[config.mk]
export PLATFORM = sky130hd
export DESIGN_NAME = pei_lane
export DESIGN_NICKNAME = d
export VERILOG_FILES = /design/src/sv/pei_pkg.sv /design/src/sv/pei_div.sv /design/src/sv/pei_lane.sv
export SDC_FILE = /design/constraint.sdc
export NUM_CORES = 2
export LEC_CHECK = 0
export ABC_AREA = 1
export BUFFER_PORTS_ARGS = -buffer_cell sky130_fd_sc_hd__buf_2
export CAP_MARGIN = 20
export CORE_ASPECT_RATIO = 0.5
export CORE_MARGIN = 5
export CORE_UTILIZATION = 25
export CTS_CLUSTER_DIAMETER = 100
export DETAILED_ROUTE_END_ITERATION = 6
export PLACE_DENSITY = 0.45
export SLEW_MARGIN = 10
export SYNTH_ARGS = -nofsm -noshare
export SYNTH_HDL_FRONTEND = slang
export SYNTH_SLANG_ARGS = --single-unit
[constraint.sdc]
create_clock -name clk -period 19.7 [get_ports clk]
set_input_delay 2.955 -clock clk [delete_from_list [all_inputs] [get_ports clk]]
set_output_delay 2.955 -clock clk [all_outputs]
set_load 0.02 [all_outputs]
[src/sv/pei_pkg.sv]
// Shared types, constants and helpers for the particle Euler integrator.
`default_nettype none
package pei_pkg;

  localparam int unsigned AXES     = 3;
  localparam int unsigned WORD_W   = 32;
  localparam int unsigned FUNC_W   = 3;
  localparam int unsigned MASS_W   = 31;
  localparam int unsigned FRAC_W   = 17;
  localparam int unsigned SPAN_W   = 31;
  localparam int unsigned IN_W     = 96;
  localparam int unsigned OUT_W    = 200;
  localparam int unsigned ADDR_W   = 5;
  localparam int unsigned RIDX_W   = 3;

  // Radix-4 divider over a 48-bit dividend.
  localparam int unsigned DIVD_W    = 48;
  localparam int unsigned DIV_STEPS = DIVD_W / 2;
  localparam int unsigned DIV_CNT_W = $clog2(DIV_STEPS);

  // Item function codes.
  localparam logic [FUNC_W-1:0] FN_FORCE = 3'd0;
  localparam logic [FUNC_W-1:0] FN_INTEG = 3'd1;
  localparam logic [FUNC_W-1:0] FN_KILL  = 3'd2;
  localparam logic [FUNC_W-1:0] FN_SPAWN = 3'd3;
  localparam logic [FUNC_W-1:0] FN_SETV  = 3'd4;

  // Register indexes.
  localparam logic [RIDX_W-1:0] REG_ACCEL_X = 3'd0;
  localparam logic [RIDX_W-1:0] REG_ACCEL_Y = 3'd1;
  localparam logic [RIDX_W-1:0] REG_ACCEL_Z = 3'd2;
  localparam logic [RIDX_W-1:0] REG_MASS    = 3'd3;
  localparam logic [RIDX_W-1:0] REG_DAMP    = 3'd4;
  localparam logic [RIDX_W-1:0] REG_DT      = 3'd5;
  localparam logic [RIDX_W-1:0] REG_SPAN    = 3'd6;

  // Register reset values.
  localparam logic [MASS_W-1:0] MASS_ONE   = 31'd65536;
  localparam logic [FRAC_W-1:0] DAMP_RST   = 17'd65536;
  localparam logic [FRAC_W-1:0] DT_RST     = 17'd1092;
  localparam logic [SPAN_W-1:0] SPAN_RST   = 31'd327680;

  typedef struct packed {
    logic              start;
    logic [FUNC_W-1:0] func;
  } lane_cmd_t;

  typedef struct packed {
    logic [MASS_W-1:0] mass;
    logic [FRAC_W-1:0] damp;
    logic [FRAC_W-1:0] dt;
  } lane_cfg_t;

  typedef struct packed {
    logic              done;
    logic [WORD_W-1:0] pos;
    logic [WORD_W-1:0] vel;
  } lane_sts_t;

  // Clamp a wide signed value to the signed 32-bit range.
  function automatic logic [WORD_W-1:0] sat32(input logic signed [49:0] v);
    logic [WORD_W-1:0] r;
    if (v > 50'sd2147483647) begin
      r = 32'h7FFF_FFFF;
    end else if (v < -50'sd2147483648) begin
      r = 32'h8000_0000;
    end else begin
      r = v[WORD_W-1:0];
    end
    return r;
  endfunction

endpackage
`default_nettype wire

[src/sv/pei_div.sv]
// Radix-4 iterative divider: (force * 2^16) / mass, truncated toward zero.
`default_nettype none
module pei_div
  import pei_pkg::*;
(
  input  wire logic                     clk,
  input  wire logic                     rst_n,
  input  wire logic                     start,
  input  wire logic [WORD_W-1:0]        force_in,
  input  wire logic [MASS_W-1:0]        mass,
  output logic                          done,
  output logic signed [DIVD_W:0]        quot
);

  logic                  run_r, run_nxt;
  logic                  done_r, done_nxt;
  logic [DIV_CNT_W-1:0]  cnt_r, cnt_nxt;
  logic                  neg_r;
  logic [MASS_W-1:0]     rem_r;
  logic [DIVD_W-1:0]     quo_r;
  logic [MASS_W+1:0]     m3_r;
  logic [WORD_W-1:0]     mag;
  logic [MASS_W+1:0]     t, m1, m2, sub;
  logic [1:0]            qd;

  assign mag = force_in[WORD_W-1] ? (~force_in + 32'd1) : force_in;
  assign m1  = {2'b00, mass};
  assign m2  = {1'b0, mass, 1'b0};
  assign t   = {rem_r, quo_r[DIVD_W-1 -: 2]};

  always_comb begin
    if (t >= m3_r) begin
      qd  = 2'd3;
      sub = m3_r;
    end else if (t >= m2) begin
      qd  = 2'd2;
      sub = m2;
    end else if (t >= m1) begin
      qd  = 2'd1;
      sub = m1;
    end else begin
      qd  = 2'd0;
      sub = '0;
    end
  end

  always_comb begin
    run_nxt  = run_r;
    cnt_nxt  = cnt_r;
    done_nxt = 1'b0;
    if (start) begin
      run_nxt = 1'b1;
      cnt_nxt = '0;
    end else if (run_r) begin
      cnt_nxt = cnt_r + 1'b1;
      if (cnt_r == DIV_CNT_W'(DIV_STEPS - 1)) begin
        run_nxt  = 1'b0;
        done_nxt = 1'b1;
      end
    end
  end

  always_ff @(posedge clk) begin
    if (!rst_n) begin
      run_r  <= 1'b0;
      done_r <= 1'b0;
      cnt_r  <= '0;
    end else begin
      run_r  <= run_nxt;
      done_r <= done_nxt;
      cnt_r  <= cnt_nxt;
    end
  end

  always_ff @(posedge clk) begin
    if (start) begin
      rem_r <= '0;
      quo_r <= {mag, 16'd0};
      m3_r  <= m1 + m2;
      neg_r <= force_in[WORD_W-1];
    end else if (run_r) begin
      rem_r <= MASS_W'(t - sub);
      quo_r <= {quo_r[DIVD_W-3:0], qd};
    end
  end

  assign done = done_r;
  assign quot = neg_r ? -$signed({1'b0, quo_r}) : $signed({1'b0, quo_r});

endmodule
`default_nettype wire

[src/sv/pei_lane.sv]
// One axis lane: position, velocity and force state with its own multiplier and divider.
`default_nettype none
module pei_lane
  import pei_pkg::*;
(
  input  wire logic              clk,
  input  wire logic              rst_n,
  input  wire lane_cmd_t         cmd,
  input  wire logic [WORD_W-1:0] value,
  input  wire logic [WORD_W-1:0] accel,
  input  wire lane_cfg_t         cfg,
  output lane_sts_t              sts
);

  localparam logic [2:0] L_IDLE = 3'd0;
  localparam logic [2:0] L_POS  = 3'd1;
  localparam logic [2:0] L_DIV  = 3'd2;
  localparam logic [2:0] L_M2   = 3'd3;
  localparam logic [2:0] L_NV   = 3'd4;
  localparam logic [2:0] L_M3   = 3'd5;
  localparam logic [2:0] L_VEL  = 3'd6;

  logic [2:0]         state_r, state_nxt;
  logic [WORD_W-1:0]  pos_r, pos_nxt;
  logic [WORD_W-1:0]  vel_r, vel_nxt;
  logic [WORD_W-1:0]  frc_r, frc_nxt;
  logic               done_r, done_nxt;
  logic [WORD_W-1:0]  tmp_r, tmp_nxt;
  logic [49:0]        prod_r, prod_nxt;

  logic signed [31:0] mul_a;
  logic signed [17:0] mul_b;
  logic signed [49:0] mul_p;
  logic               div_start;
  logic               div_done;
  logic signed [DIVD_W:0] div_q;
  logic signed [33:0] prod_sh;

  assign mul_p   = mul_a * mul_b;
  assign prod_sh = $signed(prod_r[49:16]);

  pei_div u_div (
    .clk      (clk),
    .rst_n    (rst_n),
    .start    (div_start),
    .force_in (frc_r),
    .mass     (cfg.mass),
    .done     (div_done),
    .quot     (div_q)
  );

  always_comb begin
    state_nxt = state_r;
    pos_nxt   = pos_r;
    vel_nxt   = vel_r;
    frc_nxt   = frc_r;
    tmp_nxt   = tmp_r;
    prod_nxt  = prod_r;
    done_nxt  = 1'b0;
    div_start = 1'b0;
    mul_a     = $signed(vel_r);
    mul_b     = $signed({1'b0, cfg.dt});
    case (state_r)
      L_IDLE: begin
        if (cmd.start) begin
          case (cmd.func)
            FN_FORCE: begin
              frc_nxt  = sat32(50'($signed(frc_r)) + 50'($signed(value)));
              done_nxt = 1'b1;
            end
            FN_INTEG: begin
              // old velocity times dt, divider runs alongside
              prod_nxt  = mul_p;
              div_start = 1'b1;
              state_nxt = L_POS;
            end
            FN_SPAWN: begin
              pos_nxt  = value;
              done_nxt = 1'b1;
            end
            FN_SETV: begin
              vel_nxt  = value;
              done_nxt = 1'b1;
            end
            default: done_nxt = 1'b1;
          endcase
        end
      end
      L_POS: begin
        pos_nxt   = sat32(50'($signed(pos_r)) + 50'(prod_sh));
        state_nxt = L_DIV;
      end
      L_DIV: begin
        if (div_done) begin
          tmp_nxt   = sat32(50'($signed(accel)) + 50'(div_q));
          state_nxt = L_M2;
        end
      end
      L_M2: begin
        mul_a     = $signed(tmp_r);
        prod_nxt  = mul_p;
        state_nxt = L_NV;
      end
      L_NV: begin
        tmp_nxt   = sat32(50'($signed(vel_r)) + 50'(prod_sh));
        state_nxt = L_M3;
      end
      L_M3: begin
        mul_a     = $signed(tmp_r);
        mul_b     = $signed({1'b0, cfg.damp});
        prod_nxt  = mul_p;
        state_nxt = L_VEL;
      end
      L_VEL: begin
        vel_nxt   = sat32(50'(prod_sh));
        frc_nxt   = '0;
        done_nxt  = 1'b1;
        state_nxt = L_IDLE;
      end
      default: state_nxt = L_IDLE;
    endcase
  end

  always_ff @(posedge clk) begin
    if (!rst_n) begin
      state_r <= L_IDLE;
      pos_r   <= '0;
      vel_r   <= '0;
      frc_r   <= '0;
      done_r  <= 1'b0;
    end else begin
      state_r <= state_nxt;
      pos_r   <= pos_nxt;
      vel_r   <= vel_nxt;
      frc_r   <= frc_nxt;
      done_r  <= done_nxt;
    end
  end

  always_ff @(posedge clk) begin
    tmp_r  <= tmp_nxt;
    prod_r <= prod_nxt;
  end

  assign sts.done = done_r;
  assign sts.pos  = pos_r;
  assign sts.vel  = vel_r;

endmodule
`default_nettype wire

==> Word-level counts from Yosys, hierarchy flattened <==
Cells that the tools add are included.
{ "totals": {"reg_bits": 302, "wordCells": 123} }
{ "op_classes": {"addsub": 9, "n_mul": 1, "n_lt_le_gt_ge": 13, "eq_ne": 16, "n_mux": 50, "n_bitwise": 3, "reduce_logical": 16} }
{ "ops": {"columns": ["op", "n"], "rows": [
  ["32-bit two-way mux", 19],
  ["32-bit one-hot mux with 2 select lines", 4],
  ["50-bit two-way mux", 2],
  ["50-bit one-hot mux with 2 select lines", 1],
  ["48-bit two-way mux", 2],
  ["31-bit two-way mux", 3],
  ["32-bit by 34-bit adder with 35-bit output", 2],
  ["35-bit by 32-bit greater-than comparator with 1-bit output, second input constant", 2],
  ["35-bit by 32-bit < comparator with 1-bit output, second input constant", 2],
  ["32-bit by 49-bit adder with 50-bit output", 1],
  ["50-bit by 32-bit greater-than comparator with 1-bit output, second input constant", 1],
  ["50-bit by 32-bit < comparator with 1-bit output, second input constant", 1],
  ["32-bit by 18-bit multiplier with 50-bit output", 1],
  ["49-bit two-way mux", 1],
  ["48-bit negator with 49-bit output", 1],
  ["34-bit by 32-bit greater-than comparator with 1-bit output, second input constant", 1],
  ["34-bit by 32-bit < comparator with 1-bit output, second input constant", 1],
  ["31-bit by 32-bit adder with 33-bit output", 1],
  ["32-bit by 32-bit adder with 33-bit output", 1],
  ["33-bit by 31-bit greater-or-equal comparator with 1-bit output", 1],
  ["33-bit by 32-bit greater-or-equal comparator with 1-bit output", 1],
  ["33-bit greater-or-equal comparator", 1],
  ["33-bit by 32-bit greater-than comparator with 1-bit output, second input constant", 1],
  ["33-bit by 32-bit < comparator with 1-bit output, second input constant", 1],
  ["23 further kinds", 56]
]} }

==> Depth between registers and ports, before layout <==
{ "logic_depth": {"depth_word": 8, "mapped_depth": 40} }

==> Cells and area by module <==
Synthesis repeated with hierarchy kept, for this count alone.
{ "hier_totals": {"hier_cells": 7011, "area_unflattened_um2": 48993.2} }
{ "by_module_without_submodules": {"columns": ["module", "n_inst", "cells_per_inst", "area_each_um2"], "rows": [
  ["pei_lane", 1, 5261, 36636.4],
  ["pei_div", 1, 1750, 12356.9]
]} }

==> Least setup slack after synthesis <==
No wires, ideal clock.
{ "synth_path": {"kind": "input to register", "from": "in cfg[3] (netlist bit)", "to": "reg prod_r[48], data pin", "setup_time_ps": 266, "t_arrival_ps": 8711, "t_required_ps": 19434, "path_slack_ps": 10724, "stages": 27, "path_buffers": 2, "cell_sequence": "or2_2 o21ai_0 clkbuf_1 clkbuf_1 nor2_1 fa_1 inv_1 fa_1 fa_1 inv_1 fa_1 fa_1 inv_1 fa_1 inv_1 ha_1 nand2_1 nor2_1 inv_1 nor2_1 inv_1 nor4_1 a21oi_1 o21ai_0 nand3_1 o2111ai_1 xor2_1"} }
{ "synth_between": {"elab_chain_len": 5} }
{ "synth_rtl": {"columns": ["item", "line_no", "rtl"], "rows": [
  ["from (decl)", "pei_lane.sv:11", "input wire lane_cfg_t cfg,"],
  ["17-bit two-way mux (*)", "pei_lane.sv:63", "case (state_r)"],
  ["32-bit by 18-bit multiplier with 50-bit output (*)", "pei_lane.sv:39", "assign mul_p = mul_a * mul_b;"],
  ["named net mul_p[48]", "pei_lane.sv:33", "logic signed [49:0] mul_p;"],
  ["50-bit two-way mux", "pei_lane.sv:66", "case (cmd.func)"],
  ["50-bit two-way mux", "pei_lane.sv:65", "if (cmd.start) begin"],
  ["50-bit one-hot mux with 2 select lines (*)", "pei_lane.sv:63", null],
  ["to (signal assigned)", "pei_lane.sv:142", "prod_r <= prod_nxt;"],
  ["to (decl)", "pei_lane.sv:29", "logic [49:0] prod_r, prod_nxt;"]
]} }
Mark *: on every way through the listed nets, which the timed path passes. The rest lies on a longest branch. The select of a mux whose other input is x is not followed.
A chain may end at the register's enable or synchronous reset.

==> Worst setup path after layout <==
{ "layout_path": {"from": "in cfg[21] (netlist bit)", "to": "reg prod_r[46], data pin"} }
Same word-level chain as after synthesis.

==> results by group <==
STA
  – Clock tree skew after final layout: 44.6 ps
  – Pins over their slew limit: 0
  – Worst slew pin tran: 1150 ps
  – RSZ-0062 raised after global routing: false
  – Slew headroom: around a quarter
  – Hold violation total from the final report: 0
  – Setup violation total in the final timing report: 0
  – Min cycle time layout: just under 10000 ps
  – Share of the clock period used by the worst path after layout: between 40% and 50%
  – F_max: 0.104 GHz
  – TNS Setup: 0 ps

Routing
  – Residual antenna-violating net count after detailed routing: 0
  – WL/cell: 19.3 um
  – Via density per instance: 4.64
  – Iter 0 DRT Violations: 3031
  – Residual DRC: 0
  – Iteration count of the initial detailed-routing pass: 5
  – Wirelength, routed: 188000 um
  – Via count: 45400

Logic synthesis
  – Number of distinct library cells after synthesis: 68
  – Cell area after technology mapping: 49000 sq um
  – Synth async-reset ratio: 0%
  – Biggest area consumer among synthesized cells: sky130_fd_sc_hd__fa_1
  – Xor/xnor cell area share of the yosys netlist: under 10%
  – Synthesized instance count: 7004
  – Number of storage elements in the synthesis netlist: 286
  – Synth Area in Simple Gates: 24.6%
  – Post-synthesis adder-cell area fraction: 32.3%
  – Main synth FF type: sky130_fd_sc_hd__dfxtp_1
  – Top area cells in the synthesized netlist: sky130_fd_sc_hd__fa_1 (21%), sky130_fd_sc_hd__nand2_1 (13%), sky130_fd_sc_hd__ha_1 (11%)
  – Synth Area in Compound Gates: approximately 13%
  – Number of enable flip-flop cells after synthesis: 132
  – Warnings from Yosys: 0
  – Cell with the most instances after synthesis: sky130_fd_sc_hd__nand2_1
  – Top post-synthesis cells by count: sky130_fd_sc_hd__nand2_1 (1745), sky130_fd_sc_hd__inv_1 (1241), sky130_fd_sc_hd__nor2_1 (789)
  – Post-Synthesis Net Count: 8089
  – Mapped Avg Cell Area: 6.99 sq um
  – Fraction of synthesized cell area taken by the top area cell type: a little over a fifth
  – Portion of the post-synthesis area used by sequential elements: 14.4%
  – Share of synthesized area spent on multiplexers: 0%
  – Largest family of logic cells by synthesized area: adder cells

Critical path
  – Max stage delay on crit path: 840 ps
  – Critical path capture point type: flip-flop
  – Crit Path Category: input port to flip-flop
  – Crit path max-delay cell type: sky130_fd_sc_hd__clkinv_1
  – Most frequent CP cell: sky130_fd_sc_hd__fa_1
  – Kind of launch point of the worst setup path: input port
  – Signal arrival time at the worst endpoint: between 9000 and 10000 ps
  – Crit Path Max Fanout: 27
  – CP bufs+invs: 8
  – Cell family with the largest share of critical-path delay: adder cells
  – Worst Path Required: 20060 ps

Final layout
  – Fraction of layout instances using a drive strength above 1: under 10%
  – Net count, final: 8230
  – Layout Area Growth over Synthesis: 11.1%

GRT
  – Global route overflow: 0
  – Number of antenna violations at the first check in global routing: 3
  – Global-route wire length before repair: 286000 um
  – Overall track demand over capacity in global routing: 17.9%
  – Pin count of the biggest net entering global routing: 63
  – Vias in the first global route: 45500

Floorplan
  – Die outline area: 205000 sq um
  – Count of boundary I/O pins: 200
  – Core Rows: 114
  – Die W: 636 um
  – Core Region: 194000 sq um
  – Die outline height: around 320 um
  – Initial Util: 25.2%

Min path
  – Path class of the lowest-slack min-delay path: flip-flop to flip-flop

Flow run
  – Max-cap violations: 0

Clock tree
  – Num CTS Buffers: 39
  – Setup bufs post-CTS: 0
  – Clock tree from TritonCTS: built
  – Later-pin clock latency in the skew report: 600 ps
  – Worst-case clock buffer depth: 3
  – Post-cts gate resize count: 0
  – Cell chosen for the clock root: sky130_fd_sc_hd__clkbuf_16
  – Count of hold buffers inserted by post-cts repair: 0
  – CTS clk-pin slew, worst paths: around 60 ps
  – CTS sink cnt: approximately 290
  – H-tree depth reported by CTS: 2

Place
  – Routability congestion estimate: 0.916
  – Port Buf Inserts: 199
  – Estimated wirelength of the detail-placed design: 157000 um

Outcome
  – Status: completed
metal layers:
| metal | wire length [um] | GRT usage, % |
|---|---|---|
| met3 | 8040 | 2.04 |
| met1 | 87000 | 24.2 |
| met5 | 0 | 0 |
| met2 | 88500 | 30.8 |
| met4 | 4930 | 4.38 |
final cells by class:
| cell class | count | area (sq um) |
|---|---|---|
| timing repair buffer | 279 | 1650 |
| fill | 21800 | 140000 |
| sequential | 286 | 7050 |
| multi-input combinational | 5269 | 36400 |
| clock buffer | 55 | 1100 |
| tap | 2610 | 3270 |
| inverter | 1270 | 4770 |
| clock inverter | 16 | 219 |
| antenna | 1 | 2.50 |
layout by cell type (no fill, tap or decap), drive strengths merged, types with 4 or more instances in the layout:
cell / count
nand2: 1755
inv: 1264
nor2: 800
fa: 525
a21oi: 513
ha: 425
o21ai: 384
buf: 279
xor2: 180
nand3: 164
dfxtp: 154
edfxtp: 132
nand4: 79
xnor2: 76
nor3: 65
clkbuf: 55
or2: 40
nor4: 37
a31oi: 32
o221ai: 29
o22ai: 29
o21a: 20
o21bai: 20
a21o: 19
clkinv: 15
nand3b: 13
o211ai: 13
a21boi: 9
a211oi: 6
a31o: 4
a221oi: 4
clkinvlp: 4
nor3b: 4
and2: 4
final timing paths:
path | end | start | depth (start not counted) | slack, ps
setup / recovery | prod_r[46] | cfg[21] | 27 | 10070
hold / removal | u_div.cnt_r[1] | u_div.cnt_r[1] | 2 | 490
setup reg to reg | prod_r[43] | state_r[0] | 31 | 10490
hold reg to reg | u_div.cnt_r[1] | u_div.cnt_r[1] | 2 | 490
flip-flops by register name, summed over array words and instances (netlist names):
name and flops:
tmp_r 32, u_div.quo_r 48, u_div.neg_r 1, state_r 3
u_div.rem_r 31, u_div.m3_r 33, done_r 1, pos_r 32
u_div.run_r 1, frc_r 32, u_div.done 1, u_div.cnt_r 5
vel_r 32, prod_r 34
through the flow:
stage,area [sq um],util [%],hold WS [ps],std cells,worst slack (ps)
global placement,53000,27.3,480,9710,9530
finish,54400,28.0,487,9786,10070
global route,54400,28.0,521,9785,9600
floorplan,49000,-,432,7004,10720
CTS,54400,28.0,490,9782,10070
detailed placement,53000,27.3,481,9711,9430
cell families after synthesis:
kind of cell    after synthesis
xor+xnor                    256
fa+ha+maj                   950
flops                       286
simple gates               2965
compound gates             1098
buf+inv                    1449
worst reg2reg max path, delay by kind of cell, from the launching register on:
| family | cells | cell delay, ps |
|---|---|---|
| compound gates | 2 | 1000 |
| xor+xnor | 1 | 200 |
| fa+ha+maj | 7 | 3620 |
| buf+inv | 10 | 2320 |
| flops | 1 | 300 |
| simple gates | 11 | 1620 |
Power is not shown: default switching activity piles up to over one toggle a cycle in this logic, so the estimate is an artifact.
