==> config.mk <==
export PLATFORM = sky130hd
export DESIGN_NAME = pei_merge
export DESIGN_NICKNAME = d
export VERILOG_FILES = /design/src/sv/pei_pkg.sv /design/src/sv/pei_merge.sv
export SDC_FILE = /design/constraint.sdc
export NUM_CORES = 1
export LEC_CHECK = 0
export ABC_AREA = 1
export BUFFER_PORTS_ARGS = -buffer_cell sky130_fd_sc_hd__buf_4
export CAP_MARGIN = 20
export CORE_AREA = 2 2 177 179
export DETAILED_ROUTE_END_ITERATION = 10
export DIE_AREA = 0 0 179 181
export SLEW_MARGIN = 20
export SYNTH_ARGS = -nofsm -noshare
export SYNTH_HDL_FRONTEND = slang
export SYNTH_SLANG_ARGS = --single-unit
==> constraint.sdc <==
create_clock -name clk -period 26.4 [get_ports clk]
set_clock_uncertainty 0.15 [all_clocks]
set_input_delay 1.32 -clock clk [delete_from_list [all_inputs] [get_ports clk]]
set_output_delay 1.32 -clock clk [all_outputs]
set_load 0.02 [all_outputs]
==> src/sv/pei_pkg.sv <==
// Shared types, constants and helpers for the particle Euler integrator.
`default_nettype none
package pei_pkg;

  localparam int unsigned AXES     = 3;
  localparam int unsigned WORD_W   = 32;
  localparam int unsigned FUNC_W   = 3;
  localparam int unsigned MASS_W   = 31;
  localparam int unsigned FRAC_W   = 17;
  localparam int unsigned SPAN_W   = 31;
  localparam int unsigned IN_W     = 96;
  localparam int unsigned OUT_W    = 200;
  localparam int unsigned ADDR_W   = 5;
  localparam int unsigned RIDX_W   = 3;

  // Radix-4 divider over a 48-bit dividend.
  localparam int unsigned DIVD_W    = 48;
  localparam int unsigned DIV_STEPS = DIVD_W / 2;
  localparam int unsigned DIV_CNT_W = $clog2(DIV_STEPS);

  // Item function codes.
  localparam logic [FUNC_W-1:0] FN_FORCE = 3'd0;
  localparam logic [FUNC_W-1:0] FN_INTEG = 3'd1;
  localparam logic [FUNC_W-1:0] FN_KILL  = 3'd2;
  localparam logic [FUNC_W-1:0] FN_SPAWN = 3'd3;
  localparam logic [FUNC_W-1:0] FN_SETV  = 3'd4;

  // Register indexes.
  localparam logic [RIDX_W-1:0] REG_ACCEL_X = 3'd0;
  localparam logic [RIDX_W-1:0] REG_ACCEL_Y = 3'd1;
  localparam logic [RIDX_W-1:0] REG_ACCEL_Z = 3'd2;
  localparam logic [RIDX_W-1:0] REG_MASS    = 3'd3;
  localparam logic [RIDX_W-1:0] REG_DAMP    = 3'd4;
  localparam logic [RIDX_W-1:0] REG_DT      = 3'd5;
  localparam logic [RIDX_W-1:0] REG_SPAN    = 3'd6;

  // Register reset values.
  localparam logic [MASS_W-1:0] MASS_ONE   = 31'd65536;
  localparam logic [FRAC_W-1:0] DAMP_RST   = 17'd65536;
  localparam logic [FRAC_W-1:0] DT_RST     = 17'd1092;
  localparam logic [SPAN_W-1:0] SPAN_RST   = 31'd327680;

  typedef struct packed {
    logic              start;
    logic [FUNC_W-1:0] func;
  } lane_cmd_t;

  typedef struct packed {
    logic [MASS_W-1:0] mass;
    logic [FRAC_W-1:0] damp;
    logic [FRAC_W-1:0] dt;
  } lane_cfg_t;

  typedef struct packed {
    logic              done;
    logic [WORD_W-1:0] pos;
    logic [WORD_W-1:0] vel;
  } lane_sts_t;

  // Clamp a wide signed value to the signed 32-bit range.
  function automatic logic [WORD_W-1:0] sat32(input logic signed [49:0] v);
    logic [WORD_W-1:0] r;
    if (v > 50'sd2147483647) begin
      r = 32'h7FFF_FFFF;
    end else if (v < -50'sd2147483648) begin
      r = 32'h8000_0000;
    end else begin
      r = v[WORD_W-1:0];
    end
    return r;
  endfunction

endpackage
`default_nettype wire

==> src/sv/pei_merge.sv <==
// Merge stage: lifetime tracking, lane join and the output register.
`default_nettype none
module pei_merge
  import pei_pkg::*;
(
  input  wire logic              clk,
  input  wire logic              rst_n,
  input  wire logic              in_acc,
  input  wire logic [FUNC_W-1:0] in_func,
  input  wire logic [FRAC_W-1:0] dt,
  input  wire logic [SPAN_W-1:0] span,
  input  wire lane_sts_t         sts [AXES],
  output logic                   busy,
  output logic                   out_tvalid,
  input  wire logic              out_tready,
  output logic [OUT_W-1:0]       out_tdata
);

  logic [WORD_W-1:0] life_r, life_nxt;
  logic              busy_r, busy_nxt;
  logic              pend_r, pend_nxt;
  logic              ovld_r, ovld_nxt;
  logic [OUT_W-1:0]  data_r;
  logic              all_done, load, dead;

  assign all_done = sts[0].done & sts[1].done & sts[2].done;
  assign load     = (pend_r | all_done) & (~ovld_r | out_tready);
  assign dead     = life_r[WORD_W-1] | (life_r == '0);

  always_comb begin
    life_nxt = life_r;
    if (in_acc) begin
      case (in_func)
        FN_INTEG: life_nxt = sat32(50'($signed(life_r)) - 50'({1'b0, dt}));
        FN_KILL:  life_nxt = '0;
        FN_SPAWN: life_nxt = {1'b0, span};
        default:  life_nxt = life_r;
      endcase
    end
    pend_nxt = (pend_r | all_done) & ~load;
    busy_nxt = in_acc | (busy_r & ~load);
    ovld_nxt = load | (ovld_r & ~out_tready);
  end

  always_ff @(posedge clk) begin
    if (!rst_n) begin
      life_r <= '0;
      busy_r <= 1'b0;
      pend_r <= 1'b0;
      ovld_r <= 1'b0;
    end else begin
      life_r <= life_nxt;
      busy_r <= busy_nxt;
      pend_r <= pend_nxt;
      ovld_r <= ovld_nxt;
    end
  end

  always_ff @(posedge clk) begin
    if (load) begin
      data_r <= {7'd0, dead, sts[2].vel, sts[1].vel, sts[0].vel,
                 sts[2].pos, sts[1].pos, sts[0].pos};
    end
  end

  assign busy       = busy_r;
  assign out_tvalid = ovld_r;
  assign out_tdata  = data_r;

endmodule
`default_nettype wire

; Word-level counts from Yosys, hierarchy flattened
; Cells that the tools add are included.
; W data, S select, Z words.
[word_totals]
register_bits = 228
in_bits = 250
out_inout_bits = 202
word_cells = 31
[classes]
n_addsub = 1
magnitude_cmp = 2
eq_ne = 3
n_mux = 3
bitwise_logic = 14
n_reduce_logical = 3
[ops]
columns = operator, n
row1 = $pmux W32 S3, 1
row2 = $mux W32, 2
row3 = $gt A33 B32 Y1 const B, 1
row4 = $lt A33 B32 Y1 const B, 1
row5 = $sub A32 B18 Y33, 1
row6 = $logic_not A32 Y1, 1
row7 = $and A1 B1 Y1, 6
row8 = $eq A3 B2 Y1 const B, 2
row9 = $or A1 B1 Y1, 5
row10 = $eq A3 B1 Y1 const B, 1
row11 = $not A1 Y1, 3
row12 = $reduce_bool A3 Y1, 1
row13 = $reduce_and A2 Y1, 1

; Depth between registers and ports, before layout
; Gate-level depths: netlist of the first run.
[logic_depth]
ltp_word = 7
ltp_mapped = 19
ltp_nobuf = 18

; Least setup slack after synthesis of the first run
; No wires, ideal clock.
[synth_timing]
path_kind = input -> register
start = in sts[64] (netlist bit)
end = reg data_r[0] (netlist: out_tdata[0]), enable pin
setup_time_ns = 0.751
t_arrival_ns = 9.559
required_time_ns = 25.499
setup_slack_ns = 15.940
cell_stages = 3
path_buffers = 0
cell_sequence = a31o_2 inv_1 nor2_1
[synth_via]
elab_chain_len = 3
[synth_lines]
columns = item, line
row1 = from (decl), pei_merge.sv:12  ; input wire lane_sts_t sts [AXES],
row2 = $and A1 B1 Y1, pei_merge.sv:26  ; assign all_done = sts[0].done & sts[1].done & sts[2].done;
row3 = $or A1 B1 Y1, pei_merge.sv:27  ; assign load = (pend_r | all_done) & (~ovld_r | out_tready);
row4 = $and A1 B1 Y1, pei_merge.sv:27
row5 = net load, pei_merge.sv:24  ; logic all_done, load, dead;
row6 = to (signal assigned), pei_merge.sv:61  ; data_r <= {7'd0, dead, sts[2].vel, sts[1].vel, sts[0].vel,
row7 = to (decl), pei_merge.sv:23  ; logic [OUT_W-1:0] data_r;
; The timed path passes the listed nets, and every way through them passes these cells.
; A chain may end at the register's enable or synchronous reset.

; Worst setup path in the final report of the first run
[layout_timing]
start = in in_acc
end = reg life_r[27]
[layout_via]
elab_chain_len = 1
[layout_lines]
columns = item, line
row1 = from (decl), pei_merge.sv:8  ; input wire logic in_acc,
row2 = $reduce_and A2 Y1 (no source line), --
row3 = to (signal assigned), pei_merge.sv:52  ; life_r <= life_nxt;
row4 = to (decl), pei_merge.sv:19  ; logic [WORD_W-1:0] life_r, life_nxt;
; No other way between the ends.

==> impl_metrics.csv, run 1 <==
group,metric,value,unit
status,status,"complete, no violations",
global_route,grt_pass1_vias,7352,
synthesis,yosysSeqAreaShare,0.691,
clocking,cts_max_path_buffers,3,
cells_and_area,layout_commonest_cell,"buf_4",
sta,rsz0062_at_grt,"false",
sta,fin_setup_tns,0,ns
synthesis,syn_inst,790,
critical_path,slowest_delay,0.89,ns
floorplan,die_w,179,um
cells_and_area,final_cell_mix,"448 x buf_4, 193 x edfxtp_1, 187 x nand2_1",
synthesis,ys_types,43,
detailed_routing,routed_wl,32800,um
clocking,post_cts_buffers,0,
clocking,cts_buffers,26,
global_route,grt_max_degree,86,
floorplan,io_pins,452,
detailed_routing,antenna_left,0,
min_path,min_to,"busy$_SDFF_PN0_",
sta,relSlewSlack,0.260,
clocking,htree_num_levels,1,
sta,slew_viol_final,0,
floorplan,start_util,0.310,
global_route,grt_pass1_wl,46000,um
sta,period_needed,3.42,ns
critical_path,rr_endpoint,"life_r[28]$_SDFFE_PN0P_",
sta,finalSetupViolCount,0,
min_path,min_path_cells,2,
synthesis,synth_top_area_frac,0.617,
critical_path,r2r_slack,23.63,ns
critical_path,crit_fanout,58,
critical_path,worstPathArrival,3.70,ns
synthesis,synth-seq-cells,228,
synthesis,yosys.area.top_type,"edfxtp_1",
clocking,cts_sinks,228,
cells_and_area,layout-drive-gt1-share,0.435,
global_route,grt_usage,0.193,
synthesis,yosysWarnings,0,
clocking,cts_tree,"built",
detailed_routing,drt-vias-per-instance,4.50,
detailed_routing,wl_per_cell,19.7,um
clocking,clk_latency,0.53,ns
synthesis,syn_area,9400,um2
critical_path,cpMaxStageDelayCell,"nor2_2",
critical_path,criticalPathCategory,"in2reg",
floorplan,core_area,30300,um2
critical_path,worstPathCellList,"buf_4, inv_1, nor3_4, buf_4, inv_1, nor2_2, nand4_1, a21oi_1",
detailed_routing,first_pass_iters,4,
floorplan,dieArea,32400,um2
cells_and_area,area_delta_synth_final,50.1,%
detailed_routing,drc,0,
sta,tightestPinTransition,1.11,ns
clocking,ctsHoldBuffers,0,
cells_and_area,fillers,2828,
cells_and_area,fin_nets,1516,
critical_path,r2r_cells,18,
detailed_routing,num_vias,7520,
power,ir_drop,40.4,uV
floorplan,die_h,181,um
sta,min_period_over_period,0.130,
critical_path,cp-end-kind,"register",
global_route,antenna_found_initial,7,
critical_path,worstPathRequired,26.68,ns
detailed_routing,drt_iter0_markers,462,
clocking,cts_resized,0,
synthesis,yosys-top-cells-area,"edfxtp_1 62%, nand2_1 7.5%, dfxtp_1 7.5%",
critical_path,cp.buffers_inverters,4,
place,gp_routability_congestion,0.905,
critical_path,worst_r2r_startpoint,"life_r[0]$_SDFFE_PN0P_",
flow_run,drv_cap,0,
min_path,holdCritStartpoint,"busy$_SDFF_PN0_",
clocking,cts_root_buf,"clkbuf_16",
power,cellPowerDensity,67.7,nW/um2
synthesis,avgSynthCellArea,11.9,um2
sta,hold_slack,0.334,ns
critical_path,critPathTopFamily,"simple AND/OR/NAND/NOR gates",
sta,max_clock_freq,292,MHz
place,io_buffers,444,
global_route,grt-ovfl-total,0,
sta,finalHoldViolCount,0,
critical_path,start_kind,"input port",
min_path,hold_class,"reg2reg",
clocking,clk_transition_reported_paths,0.06,ns
floorplan,placementRows,64,
power,p_leak,6.25,nW
place,dpl.hpwl,26100,um
[power breakdown]
group	switching [mW]	leakage (nW)	total (mW)	internal (mW)
combinational	0.0883	3.74	0.153	0.0648
sequential	0.00665	2.06	0.412	0.405
clock	0.146	0.448	0.391	0.245
[how the worst max path moves through the flow]
stage               startpoint                 endpoint  slack (ns)  cells after the start
detailed placement      in_acc  life_r[15]$_SDFFE_PN0P_       22.45                      8
CTS                     in_acc  life_r[15]$_SDFFE_PN0P_       23.01                      8
global placement         dt[0]  life_r[22]$_SDFFE_PN0P_       22.58                     18
finish                  in_acc  life_r[27]$_SDFFE_PN0P_       22.98                      8
global route            in_acc  life_r[15]$_SDFFE_PN0P_       22.81                      8
floorplan              sts[64]   out_tdata[0]$_DFFE_PP_       15.94                      3
[through the flow]
stage               total power, mW  area (um2)  instances  setup WS (ns)   util
finish                        0.956       14100       1671          22.98  0.465
global route                  0.998       14100       1671          22.81  0.465
CTS                           0.967       14100       1663          23.01  0.463
detailed placement            0.572       13100       1615          22.45  0.433
global placement              0.571       13100       1615          22.58  0.433
floorplan                     0.516        9420        796          15.94      -
[per-layer routing]
layer / up-vias / GRT usage / wire, um
met5: - / 0 / 0
met4: 0 / 0.0670 / 642
met3: 36 / 0.0553 / 2850
met2: 303 / 0.345 / 17400
met1: 3578 / 0.216 / 11900
li1: 3603 / - / -
[kinds of logic after synthesis]
| family | count (synthesis) | share of synthesized area |
|---|---|---|
| other cells | 1 | 0.000399 |
| xor+xnor | 17 | 0.0158 |
| simple gates | 328 | 0.161 |
| flops | 228 | 0.691 |
| buf+inv | 116 | 0.0534 |
| fa+ha+maj | 18 | 0.0248 |
| compound gates | 82 | 0.0538 |
[area by class of cell]
type / count / area [um2] / share of cell area
flip-flops and latches: 228 / 6500 / 0.460
repair buffers: 449 / 3390 / 0.240
multi-input cells: 452 / 2440 / 0.173
clock buffers: 32 / 694 / 0.0492
well taps: 396 / 495 / 0.0351
inverters: 91 / 342 / 0.0242
clock inverters: 16 / 235 / 0.0167
diodes: 7 / 17.5 / 0.00124
[synth_stat cells]
master	number
edfxtp_1	193
nand2_1	187
inv_1	83
nor2_1	48
dfxtp_1	35
nand3_1	32
a21oi_1	26
a31oi_1	18
ha_1	17
o21ai_0	17
nand2_2	16
a21oi_2	14
xor2_1	14
clkbuf_1	10
nand4_1	8
nor2_2	8
buf_4	7
inv_2	7
nand2_4	5
nor4_1	5
buf_2	4
nand3b_1	4
nor3_1	4
o21bai_1	4
nor3_2	3
xnor2_1	3
nor2_4	2
a21o_1	1
a31o_2	1
and2_1	1
buf_1	1
buf_12	1
buf_6	1
buf_8	1
clkinv_1	1
conb_1	1
fa_1	1
nand3_2	1
nand3_4	1
nand4_4	1
nor3_4	1
o41ai_1	1
or2_2	1
[sequential cells by signal, indices dropped and copies added (netlist names)]
signal and flops:
out_tdata 193, life_r 32, busy 1, out_tvalid 1
pend_r 1
[worst min-delay path: stages (launching register included)]
cell	delay, ns
dfxtp_1	0.31
o21ai_0	0.07
a21oi_1	0.06
No activity file was read; power rests on OpenSTA's default activity.
==> run 2: changes to the inputs <==
==> constraint.sdc (replaced) <==
create_clock -name clk -period 3 [get_ports clk]
set_clock_uncertainty 0.15 [all_clocks]
set_input_delay 0.15 -clock clk [delete_from_list [all_inputs] [get_ports clk]]
set_output_delay 0.15 -clock clk [all_outputs]
set_load 0.02 [all_outputs]
==> impl_metrics.csv, run 2 (synthesis gave the netlist of run 1 again) <==
group,metric,value,unit
sta,rsz0062_at_grt,"false",
min_path,hold_class,"in2reg",
cells_and_area,fin_nets,1755,
clocking,clk_latency,0.52,ns
critical_path,cp-end-kind,"register",
clocking,cts_buffers,25,
place,io_buffers,444,
power,cellPowerDensity,502,nW/um2
detailed_routing,drc,0,
clocking,cts_tree,"built",
critical_path,worstPathRequired,3.29,ns
status,status,"complete, no violations",
cells_and_area,final_cell_mix,"454 x buf_4, 231 x dlygate4sd3_1, 193 x edfxtp_1",
critical_path,crit_path_frequent_cell,"nand2_1",
sta,tightestPinTransition,0.679,ns
power,p_leak,7.20,nW
floorplan,start_util,0.310,
cells_and_area,instances_no_fill,1912,
sta,period_needed,2.71,ns
sta,slew_viol_final,0,
global_route,grt_usage,0.208,
clocking,cts_max_path_buffers,3,
floorplan,die_h,181,um
place,gp_routability_congestion,0.891,
global_route,antenna_found_initial,11,
cells_and_area,layout-drive-gt1-share,0.373,
floorplan,placementRows,64,
critical_path,criticalPathCategory,"reg2reg",
critical_path,worstPathArrival,3.00,ns
floorplan,core_area,30300,um2
detailed_routing,drt_iter0_markers,483,
place,dpl.hpwl,26100,um
global_route,grt_pass1_vias,8804,
sta,relSlewSlack,0.546,
sta,finalHoldViolCount,0,
critical_path,cpMaxStageDelayCell,"fa_1",
detailed_routing,first_pass_iters,5,
detailed_routing,routed_wl,35500,um
floorplan,io_pins,452,
sta,finalSetupViolCount,0,
clocking,cts_resized,0,
critical_path,cp.buffers_inverters,2,
floorplan,die_w,179,um
clocking,cts_sinks,228,
critical_path,slowest_delay,0.40,ns
critical_path,critPathTopFamily,"simple AND/OR/NAND/NOR gates",
clocking,cts_root_buf,"clkbuf_16",
cells_and_area,area_delta_synth_final,74.3,%
place,dpl.cell_count,1625,
floorplan,dieArea,32400,um2
cells_and_area,layout_commonest_cell,"buf_4",
flow_run,drv_cap,0,
global_route,grt_max_degree,58,
detailed_routing,antenna_left,0,
sta,max_clock_freq,369,MHz
global_route,grt_pass1_wl,50600,um
sta,min_period_over_period,0.904,
power,power,8.23,mW
power,ir_drop,362,uV
critical_path,crit_fanout,31,
global_route,grt-ovfl-total,0,
clocking,clk_transition_reported_paths,0.06,ns
clocking,htree_num_levels,1,
cells_and_area,largest_register_ffs,193,
detailed_routing,drt-vias-per-instance,4.39,
critical_path,start_kind,"register",
critical_path,worstPathCellList,"inv_1, ha_1, fa_1, inv_1, nand2_1, nand2_1, nand3_1, nand2_1, nand2_2, nand2_4, nand2_4, nand2_4, nand2_4, nand3_4, nand2_2, nand2_1, nand2_1, a21oi_2",
detailed_routing,num_vias,8403,
detailed_routing,wl_per_cell,18.6,um
## run 2: cell types whose count changed in the layout (fill, tap and decap cells not counted), sizes merged
cell | before | now
buf | 449 | 458
clkbuf | 32 | 36
clkinvlp | 2 | 1
dlygate4sd3 | 0 | 231
bufinv | 6 | 1
clkinv | 9 | 7
inv | 90 | 92
diode | 7 | 10
## run 2: per-stage QoR
step	setup TNS, ns	utilization	setup slack (ns)	hold WS (ns)	area (um2)
after floorplan	-165.18	-	-0.856	0.0989	9440
after CTS	0	0.539	0.269	0.00669	16400
after detailed placement	0	0.437	0.264	0.179	13300
after global routing	0	0.540	0.0398	0.0873	16400
final	0	0.540	0.287	0.0289	16400
after global placement	0	0.437	0.306	0.178	13300
## run 2: power by group
group          internal (mW)  total, mW  switching [mW]
Clock                   1.69       2.97            1.28
Sequential              3.56       3.62          0.0587
Combinational          0.776       1.63           0.856
Total                   6.03       8.23            2.20
## run 2: timing repair
action | CTS | global route
buffers inserted | 0 | 0
endpoints found under the hold margin | 226 | 0
hold buffers | 231 | 0
## run 2: cell type report
| cell class | instances | area [um2] |
|---|---|---|
| multi-input combinational | 452 | 2440 |
| antenna | 10 | 25.0 |
| inverter | 91 | 342 |
| tap | 396 | 495 |
| clock inverter | 10 | 92.6 |
| sequential | 228 | 6500 |
| clock buffer | 36 | 687 |
| timing repair buffer | 689 | 5800 |
| fill | 2596 | 14000 |
## run 2: path summary, 6_finish.rpt
| path | slack, ns | end | cells past startpoint | from |
|---|---|---|---|---|
| setup / recovery | 0.29 | life_r[0]$_SDFFE_PN0P_ | 18 | life_r[0]$_SDFFE_PN0P_ |
| hold / removal | 0.03 | life_r[1]$_SDFFE_PN0P_ | 7 | dt[1] |
| setup reg to reg | 0.29 | life_r[0]$_SDFFE_PN0P_ | 18 | life_r[0]$_SDFFE_PN0P_ |
| hold reg to reg | 0.35 | busy$_SDFF_PN0_ | 2 | busy$_SDFF_PN0_ |
## run 2: worst min-delay path, stage by stage
cell	delay, ns
buf_4	0.09
fa_1	0.16
inv_1	0.05
nand2_2	0.05
nand2_1	0.04
nand2_1	0.06
a21oi_2	0.05
## run 2: routing by layer
layer  global-route usage  routed length, um  up-vias
li1                     -                  -     4080
met1                0.228              12800     3947
met2                0.378              18500      303
met3               0.0623               3150       71
met4               0.0709               1060        2
met5                    0                  7        -
==> run 3: changes to the inputs <==
--- a/config.mk
+++ b/config.mk
@@ -5,12 +5,11 @@
 export SDC_FILE = /design/constraint.sdc
 export NUM_CORES = 1
 export LEC_CHECK = 0
-export ABC_AREA = 1
 export BUFFER_PORTS_ARGS = -buffer_cell sky130_fd_sc_hd__buf_4
 export CAP_MARGIN = 20
-export CORE_AREA = 2 2 177 179
+export CORE_AREA = 2 2 174 176
 export DETAILED_ROUTE_END_ITERATION = 10
-export DIE_AREA = 0 0 179 181
+export DIE_AREA = 0 0 176 178
 export SLEW_MARGIN = 20
 export SYNTH_ARGS = -nofsm -noshare
 export SYNTH_HDL_FRONTEND = slang
==> impl_metrics.csv, run 3 <==
group,metric,value,unit
critical_path,slowest_delay,0.40,ns
sta,slew_viol_final,0,
sta,period_needed,2.93,ns
synthesis,ys_types,72,
critical_path,start_kind,"register",
cells_and_area,area_delta_synth_final,83.8,%
global_route,antenna_found_initial,8,
detailed_routing,routed_wl,34700,um
floorplan,dieArea,31300,um2
clocking,cts_root_buf,"clkbuf_16",
synthesis,yosysWarnings,0,
min_path,holdCritStartpoint,"dt[6]",
sta,max_clock_freq,341,MHz
synthesis,yosys-top-cells-area,"edfxtp_1 66%, dfxtp_1 7.9%, ha_1 2.4%",
detailed_routing,drt-vias-per-instance,4.60,
clocking,clk_transition_reported_paths,0.06,ns
critical_path,worstPathCellList,"ha_2, nand4_1, nor3_2, o21a_1, o21ai_0, buf_4, a211oi_4, a211oi_4, buf_4, a222oi_1, nor2b_1",
power,clockPowerShare,0.378,
sta,fin_setup_tns,0,ns
cells_and_area,layout-drive-gt1-share,0.420,
synthesis,synth_top_area_frac,0.657,
floorplan,placementRows,63,
sta,finalSetupViolCount,0,
synthesis,ys_async_sr_fraction,0,
synthesis,yosys.area.top_type,"edfxtp_1",
cells_and_area,utilization,0.552,
synthesis,avgSynthCellArea,15.3,um2
power,power.internal,6.41,mW
sta,tightestPinTransition,0.714,ns
place,dpl.hpwl,25100,um
detailed_routing,wl_per_cell,20.1,um
critical_path,criticalPathCategory,"reg2reg",
power,p_comb_frac,0.197,
synthesis,synth_edf_count,193,
clocking,clk_latency,0.54,ns
power,cellPowerDensity,531,nW/um2
detailed_routing,antenna_left,0,
clocking,cts_max_path_buffers,3,
status,status,"complete, no violations",
synthesis,ys_top_cells_by_count,"193 x edfxtp_1, 35 x a21oi_1, 35 x dfxtp_1, 31 x nand2_1, 25 x nor2_1",
floorplan,core_area,29400,um2
place,gp_routability_congestion,0.891,
cells_and_area,final_cell_mix,"474 x buf_4, 236 x dlygate4sd3_1, 193 x edfxtp_1",
global_route,grt_usage,0.208,
global_route,grt_pass1_wl,48700,um
detailed_routing,first_pass_iters,5,
place,io_buffers,444,
floorplan,io_pins,452,
synthesis,synth-seq-cells,228,
power,power_switching,2.21,mW
detailed_routing,drt_iter0_markers,480,
clocking,cts_sinks,228,
critical_path,worst_r2r_startpoint,"life_r[11]$_SDFFE_PN0P_",
power,p_leak,6.77,nW
critical_path,crit_fanout,7,
floorplan,start_util,0.300,
global_route,grt_pass1_vias,8168,
power,ir_drop,429,uV
critical_path,worstPathRequired,3.25,ns
power,seqPwrFrac,0.424,
sta,min_period_over_period,0.978,
clocking,cts_buffers,26,
floorplan,die_h,178,um
detailed_routing,num_vias,7928,
cells_and_area,largest_register_ffs,193,
critical_path,startpoint,"life_r[11]$_SDFFE_PN0P_",
cells_and_area,fillers,2392,
global_route,grt-ovfl-total,0,
synthesis,ys.flop_type,"edfxtp_1",
critical_path,cp.buffers_inverters,2,
clocking,htree_num_levels,1,
sta,relSlewSlack,0.523,
synthesis,yosysSeqAreaShare,0.736,
sta,finalHoldViolCount,0,
synthesis,syn_inst,577,
cells_and_area,instances_no_fill,1722,
synthesis,yosysMostFrequentCell,"edfxtp_1",
min_path,hold_class,"in2reg",
place,dpl.cell_count,1425,
critical_path,cpMaxStageDelayCell,"ha_2",
critical_path,worstPathArrival,3.18,ns
sta,hold_slack,0.0735,ns
cells_and_area,fin_nets,1573,
clocking,cts_tree,"built",
floorplan,die_w,176,um
flow_run,drv_cap,0,
synthesis,syn_area,8830,um2
critical_path,critPathTopFamily,"compound AO/OA/AOI/OAI gates",
detailed_routing,drc,0,
critical_path,r2r_slack,0.07,ns
power,switching_share,0.257,
power,power,8.62,mW
global_route,grt_max_degree,49,
critical_path,cp-end-kind,"register",
cells_and_area,layout_commonest_cell,"buf_4",
[run 3: final timing paths]
check,to,cells after the start
hold reg to reg,life_r[29]$_SDFFE_PN0P_,2
setup reg to reg,life_r[3]$_SDFFE_PN0P_,11
hold / removal,life_r[6]$_SDFFE_PN0P_,5
setup / recovery,life_r[3]$_SDFFE_PN0P_,11
[run 3: kinds of logic after synthesis]
logic type               Yosys count  share of synthesized area
AO/OA/AOI/OAI                    138                      0.109
XOR/XNOR                          19                     0.0189
adder cells (fa/ha/maj)           18                     0.0264
buffers and inverters             47                     0.0271
flip-flops                       228                      0.736
other                              1                   0.000425
AND/OR/NAND/NOR                  126                     0.0819
[run 3: tightest hold or removal path, cell delays in order]
cell,delay (ns)
buf_4,0.11
inv_1,0.08
ha_4,0.17
xnor2_1,0.09
o21ai_1,0.11
[run 3: per-stage QoR]
stage / instance area, um2 / setup WS (ns)
6_report: 16200 / 0.0664
5_1_grt: 16200 / -0.0381
4_1_cts: 16100 / 0.00480
3_5_place_dp: 12800 / -0.0294
3_3_place_gp: 12800 / 0.0268
2_1_floorplan: 8870 / -0.916
[run 3: layer usage]
layer	wire, um	share of wire	track usage	up-vias
li1	-	-	-	3684
met1	12000	0.35	0.227	3837
met2	18700	0.54	0.391	359
met3	3300	0.095	0.0667	46
met4	601	0.017	0.0475	2
met5	13	0.00038	0	-
[run 3: layout make-up]
class / count / area [um2] / share of cell area
antenna: 7 / 17.5 / 0.00108
clock buffer: 29 / 662 / 0.0408
sequential: 228 / 6500 / 0.401
tap: 390 / 488 / 0.0301
inverter: 24 / 90.1 / 0.00555
multi-input combinational: 308 / 2210 / 0.136
timing repair buffer: 717 / 6040 / 0.372
clock inverter: 19 / 216 / 0.0133
[run 3: timing repair]
action,in CTS,in global routing
endpoints found under the setup margin,1,24
hold buffers,236,0
hold endpoints to repair,227,0
buffers inserted,2,3
gates cloned,0,1
resized for setup,1,17
pin swaps,1,5
[run 3: power groups by stage]
stage	Clock, mW	Combinational (mW)	Sequential, mW
6_report	3.26	1.70	3.66
2_1_floorplan	0	0.652	3.80
5_1_grt	3.48	1.82	3.67
3_3_place_gp	0	1.36	3.71
4_1_cts	3.33	1.65	3.65
3_5_place_dp	0	1.35	3.72
